**src/sv/psp_pkg.sv**
```systemverilog
// ----------------------------------------------------------------------------
// psp_pkg
// shared types and constants of the perspective starfield plotter
// ----------------------------------------------------------------------------
package psp_pkg;

    // numerator of the projection: x * 128 + half screen * depth
    localparam int NUM_W = 21;
    localparam int QUO_W = 20;
    localparam int DIGIT_BITS = 4;
    localparam int DIV_STEPS = QUO_W / DIGIT_BITS;
    localparam int QUEUE_DEPTH = 4;

    localparam logic [8:0] RESPAWN_DEPTH = 9'd256;
    localparam logic [8:0] NEAR_DEPTH = 9'd64;
    localparam logic [7:0] MAX_GRAY = 8'd255;

    typedef enum logic {
        CMD_LOAD = 1'b0,
        CMD_ADVANCE = 1'b1
    } cmd_t;

    // word passed from front to back
    typedef struct packed {
        logic live;
        logic signed [NUM_W-1:0] nx;
        logic signed [NUM_W-1:0] ny;
        logic [8:0] z;
    } job_t;

    // projected point handed to the emitter
    typedef struct packed {
        logic live;
        logic signed [NUM_W-1:0] sx;
        logic signed [NUM_W-1:0] sy;
        logic [8:0] z;
    } point_t;

endpackage

```
**src/sv/psp_queue.sv**
```systemverilog
// ----------------------------------------------------------------------------
// psp_queue
// small job queue between front and back
// ----------------------------------------------------------------------------
module psp_queue (
    input  logic           clk,
    input  logic           rst_n,
    input  logic           push,
    input  psp_pkg::job_t  push_job,
    input  logic           pop,
    output logic           not_empty,
    output psp_pkg::job_t  head_job,
    output logic [2:0]     count
);
    import psp_pkg::*;

    job_t       slot_reg [QUEUE_DEPTH];
    logic [1:0] wr_ptr_reg;
    logic [1:0] rd_ptr_reg;
    logic [2:0] count_reg;
    logic [2:0] count_next;

    assign not_empty = (count_reg != 3'd0);
    assign head_job  = slot_reg[rd_ptr_reg];
    assign count     = count_reg;

    always_comb
    begin
        count_next = count_reg;
        if (push && !pop)
        begin
            count_next = count_reg + 3'd1;
        end
        else if (pop && !push)
        begin
            count_next = count_reg - 3'd1;
        end
    end

    always_ff @(posedge clk or negedge rst_n)
    begin
        if (!rst_n)
        begin
            wr_ptr_reg <= '0;
            rd_ptr_reg <= '0;
            count_reg  <= '0;
        end
        else
        begin
            if (push)
            begin
                wr_ptr_reg <= wr_ptr_reg + 2'd1;
            end
            if (pop)
            begin
                rd_ptr_reg <= rd_ptr_reg + 2'd1;
            end
            count_reg <= count_next;
        end
    end

    always_ff @(posedge clk)
    begin
        if (push)
        begin
            slot_reg[wr_ptr_reg] <= push_job;
        end
    end

endmodule

```
**config.mk**
```make
export PLATFORM = sky130hd
export DESIGN_NAME = psp_queue
export DESIGN_NICKNAME = d
export VERILOG_FILES = /design/src/sv/psp_pkg.sv /design/src/sv/psp_queue.sv
export SDC_FILE = /design/constraint.sdc
export NUM_CORES = 1
export LEC_CHECK = 0
export BUFFER_PORTS_ARGS = -buffer_cell sky130_fd_sc_hd__buf_2
export CORE_MARGIN = 2
export CORE_UTILIZATION = 37
export DETAILED_ROUTE_END_ITERATION = 12
export GPL_ROUTABILITY_DRIVEN = 0
export MAX_ROUTING_LAYER = met4
export PLACE_DENSITY = 0.66
export SYNTH_ARGS = -nofsm -noshare
export SYNTH_HDL_FRONTEND = slang
export SYNTH_SLANG_ARGS = --single-unit
```
**constraint.sdc**
```tcl
create_clock -name clk -period 5.01 [get_ports clk]
set_clock_uncertainty 0.15 [all_clocks]
set_input_delay 1.002 -clock clk [delete_from_list [all_inputs] [get_ports clk]]
set_output_delay 1.002 -clock clk [all_outputs]
set_load 0.01 [all_outputs]
```
Yosys cells after proc, flatten, opt, wreduce, memory -nomap -nowiden:

Memories as Yosys holds them, arrays and structs flattened.
Cells that the tools add are included.
Widths: inputs -> output; s select.

* input bits: 56
* memories: 1
* flip-flop bits (word level): 7
* bits in writable memories: 208
* output and inout port bits: 56
* logic and storage cells: 18

* reductions and logical operators: 6
* muxes and demuxes: 4
* add/sub/neg operators: 4

Memory list
* slot_reg: depth 4, width 52, rd ports 1, clocked after Yosys merged registers in 0, write ports 1, RTL line psp_queue.sv:17 `job_t slot_reg [QUEUE_DEPTH];`

Operators by type and width (number)
* $mux 3: 2
* $add 2x1->2 const B: 2
* $add 3x1->3 const B: 1
* $reduce_bool 3->1: 1
* $sub 3x1->3 const B: 1
* $logic_and 1x1->1: 2
* $logic_not 1->1: 2
* $mux 1: 2
* $reduce_bool 2->1: 1

Depth between registers and ports, before layout:

* depth in word-level cells: 4
* gate-level depth with buffers: 7
* gate-level depth less buffers: 7

Worst setup path after synthesis:

Ideal clock, no wire load.

* path kind: in2reg
* start: input port push
* end: memory slot_reg[0][0] (netlist bit), enable pin
* setup slack: 2204 ps
* data required time: 4445 ps
* library setup time: 415 ps
* path buffers: 0
* stages on the path: 1
* arrival: 2241 ps
* path through: and2_1

* word-level cells in the longest chain between the ends: 2

RTL lines
* start: declaration: RTL line psp_queue.sv:8 `input logic push,`
* $mux 1: RTL line psp_queue.sv:64 `if (push)`
* $mux 1 (not written as such): RTL line psp_queue.sv:66 `slot_reg[wr_ptr_reg] <= push_job;`
* end: declaration: RTL line psp_queue.sv:17

No other way between the ends.

==> results.ini <==
[grt]
grt_pass1_vias=3765
grt_pass1_wl_mm=20.8
grt-ovfl-total=0
antenna_found_initial=0
grt_max_degree=55
track_usage_pct=12.6

[critical_path]
arrival_ns=2.47
path_cells=mux4_1 > buf_2
cp_max_fo=54
endpoint_kind=primary output
worstPathRequired_ns=3.86
crit_path_start_kind=register
cp_slowest_stage_delay_ns=1.14
cp_slowest_cell=dfrtp_4
worstSetupPathType=register to primary output

[yosys]
synth_area_per_cell_sq_um=26.1
yosysWarnings=0
syn_nets=367
synthCells=305
netlist-cell-type-count=18
ys_ff_latch=215
netlist_area_sq_um=7960
yosysSeqAreaShare_pct=80.7

[floorplanning]
rows=53
die_h_microns=151
die_w_microns=151
start_util_pct=37.7
io_pins=112
coreArea_sq_um=21100
die-area_sq_um=22700

[final_layout]
multi_input_area_sq_um=1390
layout.nets=495
largest_register_ffs=208
diodes=0
drive_gt1_share_pct=44.2
layout_common_cells=edfxtp_1, buf_2, mux4_2
regArea_sq_um=6430
fillers=1802
area_delta_synth_final_pct=18.2
final_common_cell=edfxtp_1

[route]
vias=3480
firstDrtPassIters=4
finalWirelength_mm=13.8
antenna_left=0
initialDrtViolationCount=175
drc=0
wl_per_cell_microns=19.0
routed_via_density=4.81

[sta]
fin_crit_ns=3.63
tightest_slew_ns=1.14
clock.fmax_mhz=276
hold_viol=0
rsz0062_at_grt=no
fin_ws_ns=1.38
maxSlewHeadroom_pct=24.3
setup_tns_ns=0
setup_violations=0
period_share_pct=72.4
drv_slew=0

[clock_network]
cts_buffers=22
cts-root-buf=clkbuf_16
postCtsSetupBuffers=0
hold_buffers=0
cts_tree=done
clkTransAtPathRegs_ns=0.06
cts_repair_resize_count=0
insertion_delay_ns=0.50
cts_max_path_buffers=3
cts.sinks=215
htree_levels=1

[run_status]
status=completed

[power_and_ir_drop]
leakage_nw=3.22
p_per_area_nw_per_um2=575
vdd_drop_max_mv=0.317

[flow_run]
cap_violations=0

[place]
port_buffers=111
place_ws_ns=1.80

[hold_path]
hp-class=input pin to asynchronous set/reset pin

## kinds of logic after synthesis
kind of cell	after synthesis	share of synthesized area, %
mux	53	15.0
fa+ha+maj	6	1.04
xor+xnor	6	0.660
flops	215	80.7
compound gates	1	0.0628
buf+inv	16	1.97
simple gates	8	0.535
## area by class of cell
class,count,share of cell area (%)
clock buffer,31,6.44
clock inverter,8,0.426
inverter,4,0.160
multi-input combinational,74,14.7
sequential,215,68.3
tap,275,3.66
timing repair buffer,116,6.30
## Yosys cell counts
library cell	count	area share, %
and2_1	4	0.31
buf_12	5	1.3
buf_2	6	0.38
buf_6	1	0.14
dfrtp_1	7	2.2
edfxtp_1	208	78
fa_1	1	0.25
ha_1	5	0.79
inv_1	4	0.19
mux2_2	1	0.14
mux4_1	4	1.3
mux4_2	48	14
nand2_1	2	0.094
nor2_1	1	0.047
o21ai_0	1	0.063
or3_1	1	0.079
xnor2_1	2	0.22
xor2_1	4	0.44
## metrics by stage
stage | hold slack (ns) | instance area [sq um] | power (W) | util, % | cells
after floorplan | 0.341 | 7960 | 0.00357 | - | 305
after global placement | 0.322 | 8760 | 0.00401 | 41.6 | 684
after detailed placement | 0.325 | 8760 | 0.00406 | 41.6 | 684
after CTS | 0.159 | 9410 | 0.00552 | 44.6 | 723
after global routing | 0.167 | 9410 | 0.00570 | 44.6 | 723
final | 0.173 | 9410 | 0.00541 | 44.6 | 723
## worst max-delay path, delay by kind of cell, from the launching register on
kind,cells,cell delay (ns)
flops,1,1.14
mux,1,0.66
buf+inv,1,0.16
## path summary, 6_finish.rpt
kind                                            from                         to  slack, ns  depth (start not counted)
max                        rd_ptr_reg[0]$_DFFE_PN0P_               head_job[43]       1.38                          2
min                                            rst_n  wr_ptr_reg[0]$_DFFE_PN0P_       0.17                          1
max reg2reg                wr_ptr_reg[1]$_DFFE_PN0P_  slot_reg[1][34]$_DFFE_PP_       2.55                          4
min reg2reg                     count[2]$_DFFE_PN0P_       count[2]$_DFFE_PN0P_       0.33                          1
max in group asynchronous                      rst_n  rd_ptr_reg[0]$_DFFE_PN0P_       4.36                          1
min in group clk                count[2]$_DFFE_PN0P_       count[2]$_DFFE_PN0P_       0.33                          1
## per-layer routing
layer | global-route usage (%) | wire length (microns) | up-vias
met2 | 21.3 | 7020 | 100
met1 | 15.5 | 5640 | 1805
met3 | 2.76 | 842 | 22
li1 | - | - | 1553
met5 | - | 0 | -
met4 | 3.46 | 267 | 0
## where the power goes
group          switching [W]  leakage (nW)  internal (W)  total, W
Clock               0.000615         0.307      0.000840   0.00145
Sequential          0.000283          1.99       0.00236   0.00264
Combinational       0.000621         0.922      0.000695   0.00132
Total                0.00152          3.22       0.00389   0.00541
(Power assumes the default switching activity.)
