--- config.mk ---
export PLATFORM = sky130hd
export DESIGN_NAME = psp_emit
export DESIGN_NICKNAME = d
export VERILOG_FILES = /design/src/sv/psp_pkg.sv /design/src/sv/psp_emit.sv
export SDC_FILE = /design/constraint.sdc
export NUM_CORES = 1
export LEC_CHECK = 0
export ABC_AREA = 1
export BUFFER_PORTS_ARGS = -buffer_cell sky130_fd_sc_hd__clkbuf_2
export CAP_MARGIN = 20
export CORE_MARGIN = 10
export CORE_UTILIZATION = 50
export CTS_CLUSTER_DIAMETER = 100
export DETAILED_ROUTE_END_ITERATION = 10
export PLACE_DENSITY_LB_ADDON = 0.05
export SLEW_MARGIN = 20
export SYNTH_ARGS = -nofsm -noshare
export SYNTH_HDL_FRONTEND = slang
export SYNTH_SLANG_ARGS = --single-unit
--- constraint.sdc ---
create_clock -name clk -period 3.17 [get_ports clk]
set_input_delay 0.634 -clock clk [delete_from_list [all_inputs] [get_ports clk]]
set_output_delay 0.634 -clock clk [all_outputs]
set_load 0.005 [all_outputs]
--- src/sv/psp_pkg.sv ---
// ----------------------------------------------------------------------------
// psp_pkg
// shared types and constants of the perspective starfield plotter
// ----------------------------------------------------------------------------
package psp_pkg;

    // numerator of the projection: x * 128 + half screen * depth
    localparam int NUM_W = 21;
    localparam int QUO_W = 20;
    localparam int DIGIT_BITS = 4;
    localparam int DIV_STEPS = QUO_W / DIGIT_BITS;
    localparam int QUEUE_DEPTH = 4;

    localparam logic [8:0] RESPAWN_DEPTH = 9'd256;
    localparam logic [8:0] NEAR_DEPTH = 9'd64;
    localparam logic [7:0] MAX_GRAY = 8'd255;

    typedef enum logic {
        CMD_LOAD = 1'b0,
        CMD_ADVANCE = 1'b1
    } cmd_t;

    // word passed from front to back
    typedef struct packed {
        logic live;
        logic signed [NUM_W-1:0] nx;
        logic signed [NUM_W-1:0] ny;
        logic [8:0] z;
    } job_t;

    // projected point handed to the emitter
    typedef struct packed {
        logic live;
        logic signed [NUM_W-1:0] sx;
        logic signed [NUM_W-1:0] sy;
        logic [8:0] z;
    } point_t;

endpackage

--- src/sv/psp_emit.sv ---
// ----------------------------------------------------------------------------
// psp_emit
// screen test and pixel write sequencing, one word a cycle
// ----------------------------------------------------------------------------
module psp_emit #(
    parameter int SCREEN_W = 320,
    parameter int SCREEN_H = 240
) (
    input  logic             clk,
    input  logic             rst_n,
    input  logic             point_valid,
    input  psp_pkg::point_t  point,
    output logic             take,
    output logic             result_strobe,
    output logic [8:0]       pixel_x,
    output logic [7:0]       pixel_y,
    output logic [7:0]       gray_level,
    output logic             write_valid,
    output logic             last_result
);
    import psp_pkg::*;

    localparam logic signed [NUM_W-1:0] SW = NUM_W'(SCREEN_W);
    localparam logic signed [NUM_W-1:0] SH = NUM_W'(SCREEN_H);

    // mask bits: centre, left, right, up, down
    logic       em_valid_reg;
    logic [4:0] em_mask_reg;
    logic [8:0] em_sx_reg;
    logic [7:0] em_sy_reg;
    logic [7:0] em_gray_reg;
    logic       em_wv_reg;

    logic       strobe_reg;
    logic [8:0] px_reg;
    logic [7:0] py_reg;
    logic [7:0] gray_reg;
    logic       wv_reg;
    logic       last_reg;

    logic [4:0] sel;
    logic [4:0] rest;
    logic       on_screen;
    logic [4:0] load_mask;
    logic [7:0] load_gray;

    assign sel  = em_mask_reg & (~em_mask_reg + 5'd1);
    assign rest = em_mask_reg & ~sel;
    assign take = point_valid && (!em_valid_reg || (rest == 5'd0));

    assign on_screen = point.live && (point.sx >= 0) && (point.sx < SW)
                       && (point.sy >= 0) && (point.sy < SH);
    assign load_gray = point.z[8] ? 8'd0 : (MAX_GRAY - point.z[7:0]);

    always_comb
    begin
        load_mask = 5'b00001;
        if (on_screen && (point.z < NEAR_DEPTH))
        begin
            load_mask[1] = (point.sx > 0);
            load_mask[2] = (point.sx < SW - 1);
            load_mask[3] = (point.sy > 0);
            load_mask[4] = (point.sy < SH - 1);
        end
    end

    always_ff @(posedge clk or negedge rst_n)
    begin
        if (!rst_n)
        begin
            em_valid_reg <= 1'b0;
            em_mask_reg  <= '0;
            em_sx_reg    <= '0;
            em_sy_reg    <= '0;
            em_gray_reg  <= '0;
            em_wv_reg    <= 1'b0;
            strobe_reg   <= 1'b0;
            px_reg       <= '0;
            py_reg       <= '0;
            gray_reg     <= '0;
            wv_reg       <= 1'b0;
            last_reg     <= 1'b0;
        end
        else
        begin
            strobe_reg <= em_valid_reg;
            if (em_valid_reg)
            begin
                wv_reg   <= em_wv_reg;
                gray_reg <= em_gray_reg;
                last_reg <= (rest == 5'd0);
                priority if (sel[1])
                begin
                    px_reg <= em_sx_reg - 9'd1;
                    py_reg <= em_sy_reg;
                end
                else if (sel[2])
                begin
                    px_reg <= em_sx_reg + 9'd1;
                    py_reg <= em_sy_reg;
                end
                else if (sel[3])
                begin
                    px_reg <= em_sx_reg;
                    py_reg <= em_sy_reg - 8'd1;
                end
                else if (sel[4])
                begin
                    px_reg <= em_sx_reg;
                    py_reg <= em_sy_reg + 8'd1;
                end
                else
                begin
                    px_reg <= em_sx_reg;
                    py_reg <= em_sy_reg;
                end
            end
            if (take)
            begin
                em_valid_reg <= 1'b1;
                em_mask_reg  <= load_mask;
                em_wv_reg    <= on_screen;
                em_sx_reg    <= on_screen ? point.sx[8:0] : 9'd0;
                em_sy_reg    <= on_screen ? point.sy[7:0] : 8'd0;
                em_gray_reg  <= on_screen ? load_gray : 8'd0;
            end
            else
            begin
                em_valid_reg <= em_valid_reg && (rest != 5'd0);
                em_mask_reg  <= rest;
            end
        end
    end

    assign result_strobe = strobe_reg;
    assign pixel_x       = px_reg;
    assign pixel_y       = py_reg;
    assign gray_level    = gray_reg;
    assign write_valid   = wv_reg;
    assign last_result   = last_reg;

endmodule

**Word level (Yosys, flattened, before mapping)**

Index checks and enable logic that the tools add are counted.

- Add/subtract/negate cells: 6
- Multipliers: 0
- Divide/modulo/power cells: 0
- Magnitude comparators: 9
- Equal/unequal tests: 0
- Shifts and indexed selects: 0
- Mux-type cells: 13
- Bitwise gates (word level): 4
- Reductions and logical operators: 11

Operator list:

| cell | number |
|---|---|
| 8-bit two-way mux | 7 |
| 21-bit by 1-bit greater-or-equal comparator with 1-bit output (second input constant) | 2 |
| 21-bit by 1-bit greater-than comparator with 1-bit output (second input constant) | 2 |
| 21-bit by 10-bit less-than comparator with 1-bit output (second input constant) | 2 |
| 21-bit by 9-bit less-than comparator with 1-bit output (second input constant) | 2 |
| 9-bit two-way mux | 3 |
| 5-bit bitwise AND | 2 |
| 5-bit NOT | 2 |
| 9-bit by 1-bit adder with 9-bit output (second input constant) | 1 |
| 9-bit by 7-bit less-than comparator with 1-bit output (second input constant) | 1 |
| 9-bit by 1-bit subtractor with 9-bit output (second input constant) | 1 |
| 8-bit by 1-bit adder with 8-bit output (second input constant) | 1 |
| 8-bit by 1-bit subtractor with 8-bit output (second input constant) | 1 |
| 8-bit subtractor (first input constant) | 1 |
| 1-bit logical AND | 7 |
| 5-bit by 1-bit adder with 5-bit output (second input constant) | 1 |
| 5-bit logical NOT | 1 |
| 5-bit two-way mux | 1 |
| 5-bit nonzero test | 1 |
| 4-bit two-way mux | 1 |
| 1-bit logical NOT | 1 |
| 1-bit logical OR | 1 |
| 1-bit two-way mux | 1 |

- Flip-flop bits (word level): 60
- Latch bits: 0
- Bits in writable memories: 0
- ROM bits: 0
- Output and inout bits: 29
- Logic and storage cells: 55
- Memories: 0

**Longest topological paths before layout**

- Word-level depth: 9
- Gate-level depth with buffers: 10
- Depth with buffers taken out: 10

**Worst setup path after synthesis**

Ideal clock, no wire load.

- Kind: register to output
- From: reg em_mask_reg[0]
- To: out take
- Arrival time: 1.178 ns
- Slack: 1.358 ns
- Stages on the path, launching flop included: 7
- Path buffers: 1
- Cell sequence: dfrtp_1 > nor2_4 > nor2_1 > nor2_1 > nand3_2 > a21oi_4 > buf_4

- Longest elaborated chain between the ends: 8

RTL lines:

| item | line | RTL |
|---|---|---|
| start, declared | psp_emit.sv:28 | `logic [4:0] em_mask_reg;` |
| start signal, assigned | psp_emit.sv:121 | `em_mask_reg <= load_mask;` |
| start signal, assigned | psp_emit.sv:130 | `em_mask_reg <= rest;` |
| 5-bit NOT | psp_emit.sv:47 | `assign sel = em_mask_reg & (~em_mask_reg + 5'd1);` |
| 5-bit by 1-bit adder with 5-bit output | psp_emit.sv:47 |  |
| 5-bit bitwise AND | psp_emit.sv:47 |  |
| 5-bit NOT | psp_emit.sv:48 | `assign rest = em_mask_reg & ~sel;` |
| 5-bit bitwise AND (*) | psp_emit.sv:48 |  |
| 5-bit logical NOT (*) | psp_emit.sv:49 | `assign take = point_valid && (!em_valid_reg \|\| (rest == 5'd0));` |
| 1-bit logical OR (*) | psp_emit.sv:49 |  |
| 1-bit logical AND (*) | psp_emit.sv:49 |  |
| end, declared | psp_emit.sv:13 | `output logic take,` |

Every way passes the cells marked *; elsewhere a longest branch is shown, timed or not.

**Worst setup path after layout**

Same ends and word-level chain as after synthesis.

==> impl_metrics.ini <==
[yosys]
syn_area_mm2 = 0.00331
synth.yosys.seq_area_share_pct = 45.3
syn_area_per_cell_um2 = 7.27
syn_inst = 456
syn-num-nets = 515
ys_warn_count = 0
synth_cell_type_count = 30
synth_ff_type = dfrtp_1
synth_edf_count = 0
ys_seq_elements = 60
async_reset_ff_share_pct = 100

[critical_path]
path_max_fanout = 6
crit_chain = nor2_4, nor2_1, nor2_1, nand3_2, a21oi_4, clkbuf_2
cp-end-kind = output port
cp_common_cell = nor2_1
cpMaxStageDelayCell = dfrtp_1
slowest_delay_ns = 0.42
worst-r2r-cell-count = 8
critPathLaunchType = flop
cp.arrival_ns = 1.50
cp.required_ns = 2.54
criticalPathCategory = flop to output port

[floorplanning]
rows = 29
fp.dieH_um = 101
io_pins = 84
initial_core_util_pct = 51.9
core_mm2 = 0.00639
dieArea_mm2 = 0.0103
die-width_um = 101

[placement]
io_buffers = 83
hpwl_um = 6590
place_inst = 607
dpl_cell_area_mm2 = 0.00378
gp_congestion = 0.844

[drt]
post-route-drc-count = 0
via_per_inst = 4.98
drtPass1Iterations = 4
drt_iter0_markers = 156
ant_nets = 0
drt-total-wl_um = 8240
post_drt_wl_per_cell_um = 13.2
vias = 3100

[global_route]
grt_usage_pct = 17.1
grt_max_degree = 45
grt_pass1_wl_um = 14400
grt_pass1_vias = 3153
gr-total-overflow = 0
antenna_found_initial = 0

[cells_and_area]
design_area_mm2 = 0.00400
area_growth_pct = 20.6
final_cell_count_no_fill = 623
final_cell_mix = nand2_1, clkbuf_2, nand3_1
nets = 600
final_common_cell = nand2_1
fillers = 626
num_antenna_cells = 0
drive_gt1_share_pct = 21.1

[timing]
fmax_mhz = 468
tightestPinTransition_ns = 0.862
hold_viol = 0
tns_ns = 0
slew_headroom_pct = 42.5
period_needed_ns = 2.14
fin_crit_sh_pct = 67.4
grt_setup_unrepaired = no
skew_ns = 0.0132
timing.final.max_slew_violations = 0
setup_viol = 0

[clock_network]
worst_skew_pair.late_latency_ns = 0.33
cts_root_buf = clkbuf_8
clockBufferDepth = 2
clock_sinks = 60
htreeDepth = 3
cts_made_buffers = 9
clk_pin_slew_ns = 0.07
cts_tree = done
cts_resized = 0
holdBufCountCts = 0
postCtsSetupBuffers = 0

[power]
p_leak_nw = 2.28
irDropWorstVdd_uv = 305
power.density_mw_per_mm2 = 411

[job]
max-cap-violations = 0

[worst_hold_path]
hold_class = primary input to asynchronous set/reset pin

[run_status]
status = finished, final reports clean
-- synthesized netlist by cell type, types with 3 or more instances --
cell	number	area (um^2)
nand2_1	159	597
nand3_1	62	310
dfrtp_1	60	1500
nor2_1	50	188
inv_1	46	173
o21ai_0	25	125
clkbuf_1	5	18.8
xor2_1	5	43.8
buf_4	4	30.0
ha_1	4	50.1
nand3_2	4	40.0
nor3_1	4	20.0
a21oi_1	3	15.0
nand4_1	3	18.8
-- cell type report --
type                    instances  area (um^2)  area share [%]
clock inverters                 4         72.6            1.82
clock buffers                  12          145            3.63
multi-input cells             338         1570            39.3
repair buffers                 86          438            11.0
flip-flops and latches         60         1500            37.6
well taps                      77         96.3            2.41
inverters                      46          173            4.32
-- through the flow --
stage | util, % | setup slack (ns) | total power [mW] | hold slack, ns
global route | 62.6 | 0.858 | 1.71 | 0.235
finish | 62.6 | 1.03 | 1.64 | 0.218
CTS | 62.6 | 1.02 | 1.66 | 0.224
floorplan | - | 1.36 | 0.830 | 0.338
global placement | 59.1 | 1.23 | 0.896 | 0.454
detailed placement | 59.1 | 1.20 | 0.897 | 0.460
-- layer usage --
| layer | wire (um) | track usage (%) | share of wire [%] |
|---|---|---|---|
| met5 | 0 | 0 | 0 |
| met4 | 122 | 5.79 | 1.5 |
| met3 | 741 | 5.17 | 9.0 |
| met2 | 3670 | 26.5 | 45 |
| met1 | 3710 | 22.3 | 45 |
-- worst paths after layout --
path	end	slack, ns	from
worst max-delay path	take	1.03	em_mask_reg[0]$_DFF_PN0_
worst min register to register	gray_level[5]$_DFFE_PN0P_	0.47	gray_level[5]$_DFFE_PN0P_
worst min-delay path	gray_level[1]$_DFFE_PN0P_	0.22	rst_n
max in group asynchronous	em_sy_reg[1]$_DFFE_PN0P_	2.05	rst_n
min in group clk	gray_level[5]$_DFFE_PN0P_	0.47	gray_level[5]$_DFFE_PN0P_
worst max register to register	em_sx_reg[7]$_DFFE_PN0P_	1.45	em_mask_reg[0]$_DFF_PN0_
-- cell families after synthesis --
| kind of cell | Yosys count | share of synthesized area [%] |
|---|---|---|
| XOR/XNOR | 6 | 1.59 |
| buffers and inverters | 58 | 7.33 |
| AND/OR/NAND/NOR | 294 | 38.4 |
| adder cells (fa/ha/maj) | 4 | 1.51 |
| AO/OA/AOI/OAI | 34 | 5.89 |
| flip-flops | 60 | 45.3 |
-- report_power, final --
group | switching (mW) | total [mW] | internal [mW] | leakage [nW]
logic | 0.0680 | 0.107 | 0.0395 | 1.34
clock network | 0.299 | 0.762 | 0.464 | 0.107
registers | 0.00397 | 0.772 | 0.768 | 0.825
total | 0.371 | 1.64 | 1.27 | 2.28
-- critical path, delay by kind of cell (launching register included) --
kind,cells,cell delay (ns)
flops,1,0.42
simple gates,4,0.48
buf+inv,1,0.13
compound gates,1,0.14
Power figures use the tool's default switching activity.
