File: src/sv/psp_pkg.sv
// ----------------------------------------------------------------------------
// psp_pkg
// shared types and constants of the perspective starfield plotter
// ----------------------------------------------------------------------------
package psp_pkg;

    // numerator of the projection: x * 128 + half screen * depth
    localparam int NUM_W = 21;
    localparam int QUO_W = 20;
    localparam int DIGIT_BITS = 4;
    localparam int DIV_STEPS = QUO_W / DIGIT_BITS;
    localparam int QUEUE_DEPTH = 4;

    localparam logic [8:0] RESPAWN_DEPTH = 9'd256;
    localparam logic [8:0] NEAR_DEPTH = 9'd64;
    localparam logic [7:0] MAX_GRAY = 8'd255;

    typedef enum logic {
        CMD_LOAD = 1'b0,
        CMD_ADVANCE = 1'b1
    } cmd_t;

    // word passed from front to back
    typedef struct packed {
        logic live;
        logic signed [NUM_W-1:0] nx;
        logic signed [NUM_W-1:0] ny;
        logic [8:0] z;
    } job_t;

    // projected point handed to the emitter
    typedef struct packed {
        logic live;
        logic signed [NUM_W-1:0] sx;
        logic signed [NUM_W-1:0] sy;
        logic [8:0] z;
    } point_t;

endpackage

File: src/sv/psp_div.sv
// ----------------------------------------------------------------------------
// psp_div
// iterative unsigned divider, four quotient bits a cycle
// ----------------------------------------------------------------------------
module psp_div (
    input  logic                      clk,
    input  logic                      rst_n,
    input  logic                      start,
    input  logic                      ack,
    input  logic [psp_pkg::QUO_W-1:0] dividend,
    input  logic [8:0]                divisor,
    output logic [psp_pkg::QUO_W-1:0] quot,
    output logic                      idle,
    output logic                      ready
);
    import psp_pkg::*;

    typedef enum logic [1:0] {
        ST_IDLE,
        ST_RUN,
        ST_DONE
    } div_state_t;

    localparam logic [2:0] LAST_STEP = 3'(DIV_STEPS - 1);

    div_state_t       state_reg;
    logic [QUO_W-1:0] dvd_reg;
    logic [QUO_W-1:0] dvd_next;
    logic [8:0]       dvs_reg;
    logic [8:0]       rem_reg;
    logic [8:0]       rem_next;
    logic [QUO_W-1:0] quot_reg;
    logic [QUO_W-1:0] quot_next;
    logic [2:0]       cnt_reg;

    assign quot  = quot_reg;
    assign idle  = (state_reg == ST_IDLE);
    assign ready = (state_reg == ST_DONE);

    // four restoring steps
    always_comb
    begin
        logic [9:0] trial;
        trial     = '0;
        rem_next  = rem_reg;
        dvd_next  = dvd_reg;
        quot_next = quot_reg;
        for (int i = 0; i < DIGIT_BITS; i++)
        begin
            trial    = {rem_next, dvd_next[QUO_W-1]};
            dvd_next = {dvd_next[QUO_W-2:0], 1'b0};
            if (trial >= {1'b0, dvs_reg})
            begin
                trial     = trial - {1'b0, dvs_reg};
                quot_next = {quot_next[QUO_W-2:0], 1'b1};
            end
            else
            begin
                quot_next = {quot_next[QUO_W-2:0], 1'b0};
            end
            rem_next = trial[8:0];
        end
    end

    always_ff @(posedge clk or negedge rst_n)
    begin
        if (!rst_n)
        begin
            state_reg <= ST_IDLE;
            dvd_reg   <= '0;
            dvs_reg   <= '0;
            rem_reg   <= '0;
            quot_reg  <= '0;
            cnt_reg   <= '0;
        end
        else if (start)
        begin
            state_reg <= ST_RUN;
            dvd_reg   <= dividend;
            dvs_reg   <= divisor;
            rem_reg   <= '0;
            quot_reg  <= '0;
            cnt_reg   <= '0;
        end
        else
        begin
            unique case (state_reg)
                ST_RUN:
                begin
                    dvd_reg  <= dvd_next;
                    rem_reg  <= rem_next;
                    quot_reg <= quot_next;
                    cnt_reg  <= cnt_reg + 3'd1;
                    if (cnt_reg == LAST_STEP)
                    begin
                        state_reg <= ST_DONE;
                    end
                end
                ST_DONE:
                begin
                    if (ack)
                    begin
                        state_reg <= ST_IDLE;
                    end
                end
                default:
                begin
                    state_reg <= ST_IDLE;
                end
            endcase
        end
    end

endmodule

File: src/sv/psp_back.sv
// ----------------------------------------------------------------------------
// psp_back
// perspective divide of queued jobs, result held for the emitter
// ----------------------------------------------------------------------------
module psp_back (
    input  logic             clk,
    input  logic             rst_n,
    input  logic             job_valid,
    input  psp_pkg::job_t    job,
    output logic             pop,
    output logic             point_valid,
    output psp_pkg::point_t  point,
    input  logic             take
);
    import psp_pkg::*;

    logic [QUO_W-1:0] qx;
    logic [QUO_W-1:0] qy;
    logic             x_idle;
    logic             x_ready;
    logic             y_idle;
    logic             y_ready;
    logic             ack;
    logic             free;
    logic [QUO_W-1:0] mag_x;
    logic [QUO_W-1:0] mag_y;
    logic signed [NUM_W-1:0] abs_x;
    logic signed [NUM_W-1:0] abs_y;

    logic             cur_live_reg;
    logic [8:0]       cur_z_reg;
    logic             cur_negx_reg;
    logic             cur_negy_reg;
    logic             pend_valid_reg;
    point_t           pend_reg;

    assign ack   = x_ready && y_ready && (!pend_valid_reg || take);
    assign free  = (x_idle && y_idle) || ack;
    assign pop   = job_valid && free;
    assign abs_x = job.nx[NUM_W-1] ? -job.nx : job.nx;
    assign abs_y = job.ny[NUM_W-1] ? -job.ny : job.ny;
    assign mag_x = abs_x[QUO_W-1:0];
    assign mag_y = abs_y[QUO_W-1:0];

    assign point_valid = pend_valid_reg;
    assign point       = pend_reg;

    psp_div u_div_x (
        .clk      (clk),
        .rst_n    (rst_n),
        .start    (pop),
        .ack      (ack),
        .dividend (mag_x),
        .divisor  (job.z),
        .quot     (qx),
        .idle     (x_idle),
        .ready    (x_ready)
    );

    psp_div u_div_y (
        .clk      (clk),
        .rst_n    (rst_n),
        .start    (pop),
        .ack      (ack),
        .dividend (mag_y),
        .divisor  (job.z),
        .quot     (qy),
        .idle     (y_idle),
        .ready    (y_ready)
    );

    always_ff @(posedge clk or negedge rst_n)
    begin
        if (!rst_n)
        begin
            pend_valid_reg <= 1'b0;
        end
        else if (ack)
        begin
            pend_valid_reg <= 1'b1;
        end
        else if (take)
        begin
            pend_valid_reg <= 1'b0;
        end
    end

    always_ff @(posedge clk)
    begin
        if (pop)
        begin
            cur_live_reg <= job.live;
            cur_z_reg    <= job.z;
            cur_negx_reg <= job.nx[NUM_W-1];
            cur_negy_reg <= job.ny[NUM_W-1];
        end
        if (ack)
        begin
            // truncation toward zero: divide magnitudes, restore sign
            pend_reg.live <= cur_live_reg;
            pend_reg.z    <= cur_z_reg;
            pend_reg.sx   <= cur_negx_reg ? -$signed({1'b0, qx}) : $signed({1'b0, qx});
            pend_reg.sy   <= cur_negy_reg ? -$signed({1'b0, qy}) : $signed({1'b0, qy});
        end
    end

endmodule

File: config.mk
export PLATFORM = sky130hd
export DESIGN_NAME = psp_back
export DESIGN_NICKNAME = d
export VERILOG_FILES = /design/src/sv/psp_pkg.sv /design/src/sv/psp_div.sv /design/src/sv/psp_back.sv
export SDC_FILE = /design/constraint.sdc
export NUM_CORES = 1
export LEC_CHECK = 0
export ABC_AREA = 1
export BUFFER_PORTS_ARGS = -buffer_cell sky130_fd_sc_hd__buf_2
export CAP_MARGIN = 20
export CORE_ASPECT_RATIO = 0.6
export CORE_UTILIZATION = 45
export CTS_BUF_LIST = sky130_fd_sc_hd__clkbuf_8
export CTS_CLUSTER_SIZE = 20
export DETAILED_ROUTE_END_ITERATION = 12
export RECOVER_POWER = 100
export SYNTH_ARGS = -nofsm -noshare
export SYNTH_HDL_FRONTEND = slang
export SYNTH_SLANG_ARGS = --single-unit
File: constraint.sdc
create_clock -name clk -period 18.8 [get_ports clk]
set_clock_uncertainty 0.1 [all_clocks]
set_input_delay 0.94 -clock clk [delete_from_list [all_inputs] [get_ports clk]]
set_output_delay 0.94 -clock clk [all_outputs]
set_load 0.05 [all_outputs]
* Yosys cells after proc, flatten, opt, wreduce, memory -nomap -nowiden
Cells that the tools add are included.
** Word-level totals
- Output and inout port bits :: 54
- Logic and storage cells :: 113
- Input port bits :: 56
- Register bits :: 182
** Operators by class
- Mux-type cells :: 45
- Equality and inequality tests :: 10
- Add/sub/neg operators :: 14
- Order comparisons :: 8
- Reductions and logical operators :: 14
** Operators by type and width (number)
- 20-bit two-way mux :: 12
- 9-bit two-way mux :: 12
- 10-bit by 9-bit >= comparator with 1-bit output :: 8
- 9-bit subtractor :: 8
- 20-bit negation with 21-bit output :: 2
- 20-bit negation :: 2
- 3-bit two-way mux :: 4
- 3-bit by 2-bit != test with 1-bit output, second input constant :: 4
- 1-bit two-way mux :: 10
- 2-bit two-way mux :: 5
- 2-bit case mux with 2 select lines :: 2
- 3-bit by 1-bit adder with 3-bit output, second input constant :: 2
- 3-bit == test, second input constant :: 2
- 2-bit nonzero test :: 3
- 2-bit by 1-bit == test with 1-bit output, second input constant :: 2
- 2-bit == test, second input constant :: 2
- 1-bit logical AND :: 4
- 2-bit zero test :: 2
- 2-bit AND reduction :: 2
- 1-bit logical OR :: 2
- 1-bit zero test :: 1

* Longest topological paths before layout
- Depth after elaboration :: 10
- Gate-level depth with buffers :: 52
- Depth with buffers taken out :: 49

* Hierarchy
A second synthesis with hierarchy kept.
** Unflattened totals
- Cells, all modules :: 1755
- Area, all modules :: 13445.4 um^2
** By module, submodules not included
- psp_div at u_div_y :: cells each 634, sequential area each 1576.5 um^2, area an instance 4670.7 um^2, times used 1
- psp_div at u_div_x :: cells each 619, sequential area each 1576.5 um^2, area an instance 4639.4 um^2, times used 1
- psp_back :: cells each 502, sequential area each 1946.9 um^2, area an instance 4135.2 um^2, times used 1

* Least setup slack after synthesis
Ideal clock, no wire load.
- Kind :: register to register
- Start :: register u_div_x.dvs_reg[1]
- End :: register u_div_x.rem_reg[1]
- Path slack :: 11974 ps
- Clock period less this slack :: 6826 ps
- Setup time :: 117 ps
- Required time :: 18583 ps
- Data arrival time :: 6608 ps
- Stages on the path, launching flop included :: 46
- Cells stage by stage :: dfrtp_1 inv_1 fa_1 nand2_1 nand3_2 nand2_2 nand2_4 inv_2 buf_6 nand2_1 and2_1 inv_1 ha_1 nand2_1 inv_1 a21oi_1 nand2_2 a21oi_2 (+10 left out) o21ai_0 a21oi_4 nand2_2 nor2_8 nand2_1 nand2_1 inv_1 ha_1 a21oi_1 o21ai_0 nand4_1 o311ai_0 a21oi_1 inv_1 a21oi_4 nand3_1 nand3_1 nand2_1
** On the way
- Word-level cells in the longest chain between the ends :: 10
- Elaborated cells on any way between the ends :: 14
** Ends and longest elaborated chain
- start, declared :: line psp_div.sv:29 : logic [8:0] dvs_reg;
- start signal, assigned :: line psp_div.sv:80 : dvs_reg <= divisor;
- 9-bit subtractor or 10-bit by 9-bit >= comparator with 1-bit output (tied branches) :: line psp_div.sv:54, psp_div.sv:52
- 9-bit two-way mux :: line psp_div.sv:52 : if (trial >= {1'b0, dvs_reg})
- 9-bit subtractor or 10-bit by 9-bit >= comparator with 1-bit output (tied branches) :: line psp_div.sv:54, psp_div.sv:52
- 9-bit two-way mux :: line psp_div.sv:52
- 9-bit subtractor or 10-bit by 9-bit >= comparator with 1-bit output (tied branches) :: line psp_div.sv:54, psp_div.sv:52
- 9-bit two-way mux :: line psp_div.sv:52
- 10-bit by 9-bit >= comparator with 1-bit output or 9-bit subtractor (tied branches) :: line psp_div.sv:52, psp_div.sv:54
- 9-bit two-way mux * :: line psp_div.sv:52
- 9-bit two-way mux * :: line psp_div.sv:87 : unique case (state_reg)
- 9-bit two-way mux * :: line psp_div.sv:76 : else if (start)
- end signal, assigned :: line psp_div.sv:91 : rem_reg <= rem_next;
- end, declared :: line psp_div.sv:30 : logic [8:0] rem_reg;
Every way passes the cells marked *; elsewhere a longest branch is shown, timed or not. The select of a mux whose other input is x is not followed.
A chain may end at the register's enable or synchronous reset.

==> qor.yml <==
drive_gt1_share_pct: 7.147
multiInputGateArea_mm2: 0.006440
rsz0062_at_grt: "false"
synthArstFlopShare_pct: 64.84
end_kind: "flip-flop"
grt_util_all_layers_pct: 23.91
hold_viol: 0
syn_inst: 1571
busiest_layer: "met1"
cts_tree: "built"
wl_um: 33400
worst-path-buf-inv: 6
cts_buffers: 17
grt_overflow_total: 0
gr-usage-met1_pct: 37.91
clk_path_buf_depth: 2
largest_reg_flops: 52
worst-setup-path-type: "flip-flop to flip-flop"
setup_tns_ns: 0
synth_warnings: 0
start_util_pct: 46.52
cp.arrival_ns: 10.05
drt-wirelength-per-cell_um: 16.27
use_met3_pct: 3.796
yosysSeqAreaShare_pct: 38.98
tightest_slew_ns: 2.727
dr.pass1.iters: 5
hp-class: "flip-flop to flip-flop"
final_common_cell: "nand2_1"
clock_latency_ns: 0.48
startpoint_type: "flip-flop"
ys_seq_elements: 182
first_iter_violations: 807
synthFlopType: "dfrtp_1"
synth_top_family_by_area: "simple AND/OR/NAND/NOR gates"
slowest_stage: "dfrtp_1"
syn_to_final_growth_pct: 9.186
ioPinCount: 110
clk_pin_slew_ns: 0.10
yosys-mux-area-fraction_pct: 0
synth_cell_types: 49
clock-root-buffer: "clkbuf_8"
post-route-period-util_pct: 51.95
regArea_mm2: 0.004875
final_util_pct: 50.80
cpPeakStageDelay_ns: 0.69
htree_levels: 4
drc: 0
path_delay_family: "compound AO/OA/AOI/OAI gates"
post-cts-setup-buffers: 0
grt_pass1_wl_um: 53590
die_x_um: 217.2
via_per_inst: 5.269
synth_edf_count: 64
fmax_mhz: 102.4
hold_buffers: 0
whs_ns: 0.3256
slew_headroom_pct: -81.78
min_period_ns: 9.767
layout.nets: 1824
pre_cts_ws_ns: 10.59
synthXorXnorAreaFrac_pct: 6.164
fill_cells: 2697
syn_nets: 1715
core_region_area_mm2: 0.02688
yosys.area_share.simple_pct: 23.48
synth_compound_area_share_pct: 13.45
use_met2_pct: 33.37
fp.dieH_um: 131.1
setup_ws_ns: 9.033
violations: "max-capacitance violations, max-slew violations"
crit_top_cell: "nand2_1"
required_ns: 19.08
max_cap_violations: 4
finalSetupViolCount: 0
clock-sinks: 182
crit_fanout: 16
dieArea_mm2: 0.02848
synthAdderAreaFrac_pct: 9.286
slew_viol_final: 170
gp_congestion: 0.9219
antenna_found_initial: 0
syn_avg_cell_area_um2: 7.960
dp_hpwl_um: 24840
ctsResizeCount: 0
drtAntennaViolNets: 0
rows: 46
status: "complete, but fails checks"
antennaDiodeCount: 0
layout_common_cells: "390 x nand2_1, 246 x inv_1, 118 x dfrtp_1, 93 x nand3_1, 91 x o21ai_0"
syn_area_mm2: 0.01250
numPortBuffers: 109
grt_max_degree: 51
grt_pass1_vias: 9920
via_count: 10820
## kinds of logic after synthesis
group | after synthesis
buffers and inverters | 278
AND/OR/NAND/NOR | 656
adder cells (fa/ha/maj) | 88
AO/OA/AOI/OAI | 279
XOR/XNOR | 88
flip-flops | 182
## through the flow
step	area (um2)	instances
after floorplan	12500	1571
after global placement	13450	2020
after detailed placement	13450	2020
after CTS	13850	2052
after global routing	13650	2053
final	13650	2053
## per-layer routing
layer / vias up / wire, um
met2: 328 / 13350
met5: - / 0
met3: 34 / 1851
met4: 0 / 563
li1: 5423 / -
met1: 5032 / 17640
## cell type report
| class | count | area share, % |
|---|---|---|
| Multi-Input combinational cell | 1111 | 47.17 |
| Sequential cell | 182 | 35.70 |
| Inverter | 243 | 6.681 |
| Timing Repair Buffer | 125 | 4.216 |
| Tap cell | 360 | 3.299 |
| Clock buffer | 17 | 1.714 |
| Clock inverter | 15 | 1.219 |
## worst register-to-register path, delay by kind of cell, from the launching register on
family	cells	cell delay (ns)
AOI/OAI and AO/OA	12	3.24
and+or+nand+nor	19	2.74
adders and majority gates	4	1.71
DFF	1	0.69
buffers and inverters	6	1.16
## worst paths after layout
path,from,to,slack [ns],depth (start not counted)
setup / recovery,u_div_x.dvs_reg[1],u_div_y.rem_reg[7],9.03,41
hold / removal,cur_z_reg[4],point[4],0.33,0
setup reg to reg,u_div_x.dvs_reg[1],u_div_y.rem_reg[7],9.03,41
hold reg to reg,cur_z_reg[4],point[4],0.33,0
max in group asynchronous,rst_n,u_div_y.quot[16],12.65,3
min in group asynchronous,rst_n,u_div_x.dvs_reg[6],0.69,1
## cell usage after synthesis, types with 5 or more instances
cell type  instances  share of area (%)
nand4_1           14               0.70
ha_1              80                8.0
o21ai_0           91                3.6
xnor2_1           21                1.5
nor3_1            25                1.0
nand2_4            9               0.81
a31oi_1           10               0.50
or2_2              9               0.45
o211ai_1          13               0.78
a21oi_1           74                3.0
nor2_1            82                2.5
o22ai_1           44                2.2
nand3_2            5               0.40
nand3_4            5               0.70
dfrtp_1          118                 24
xor2_1            67                4.7
clkbuf_1          20               0.60
nor4_1             5               0.25
nand3_1           90                3.6
nand2_1          387                 12
nand2_2           12               0.60
inv_1            239                7.2
o221ai_1          18                1.3
buf_2             11               0.44
edfxtp_1          64                 15
fa_1               8                1.3
Power is not shown: default switching activity piles up to over one toggle a cycle in this logic, so the estimate is an artifact.
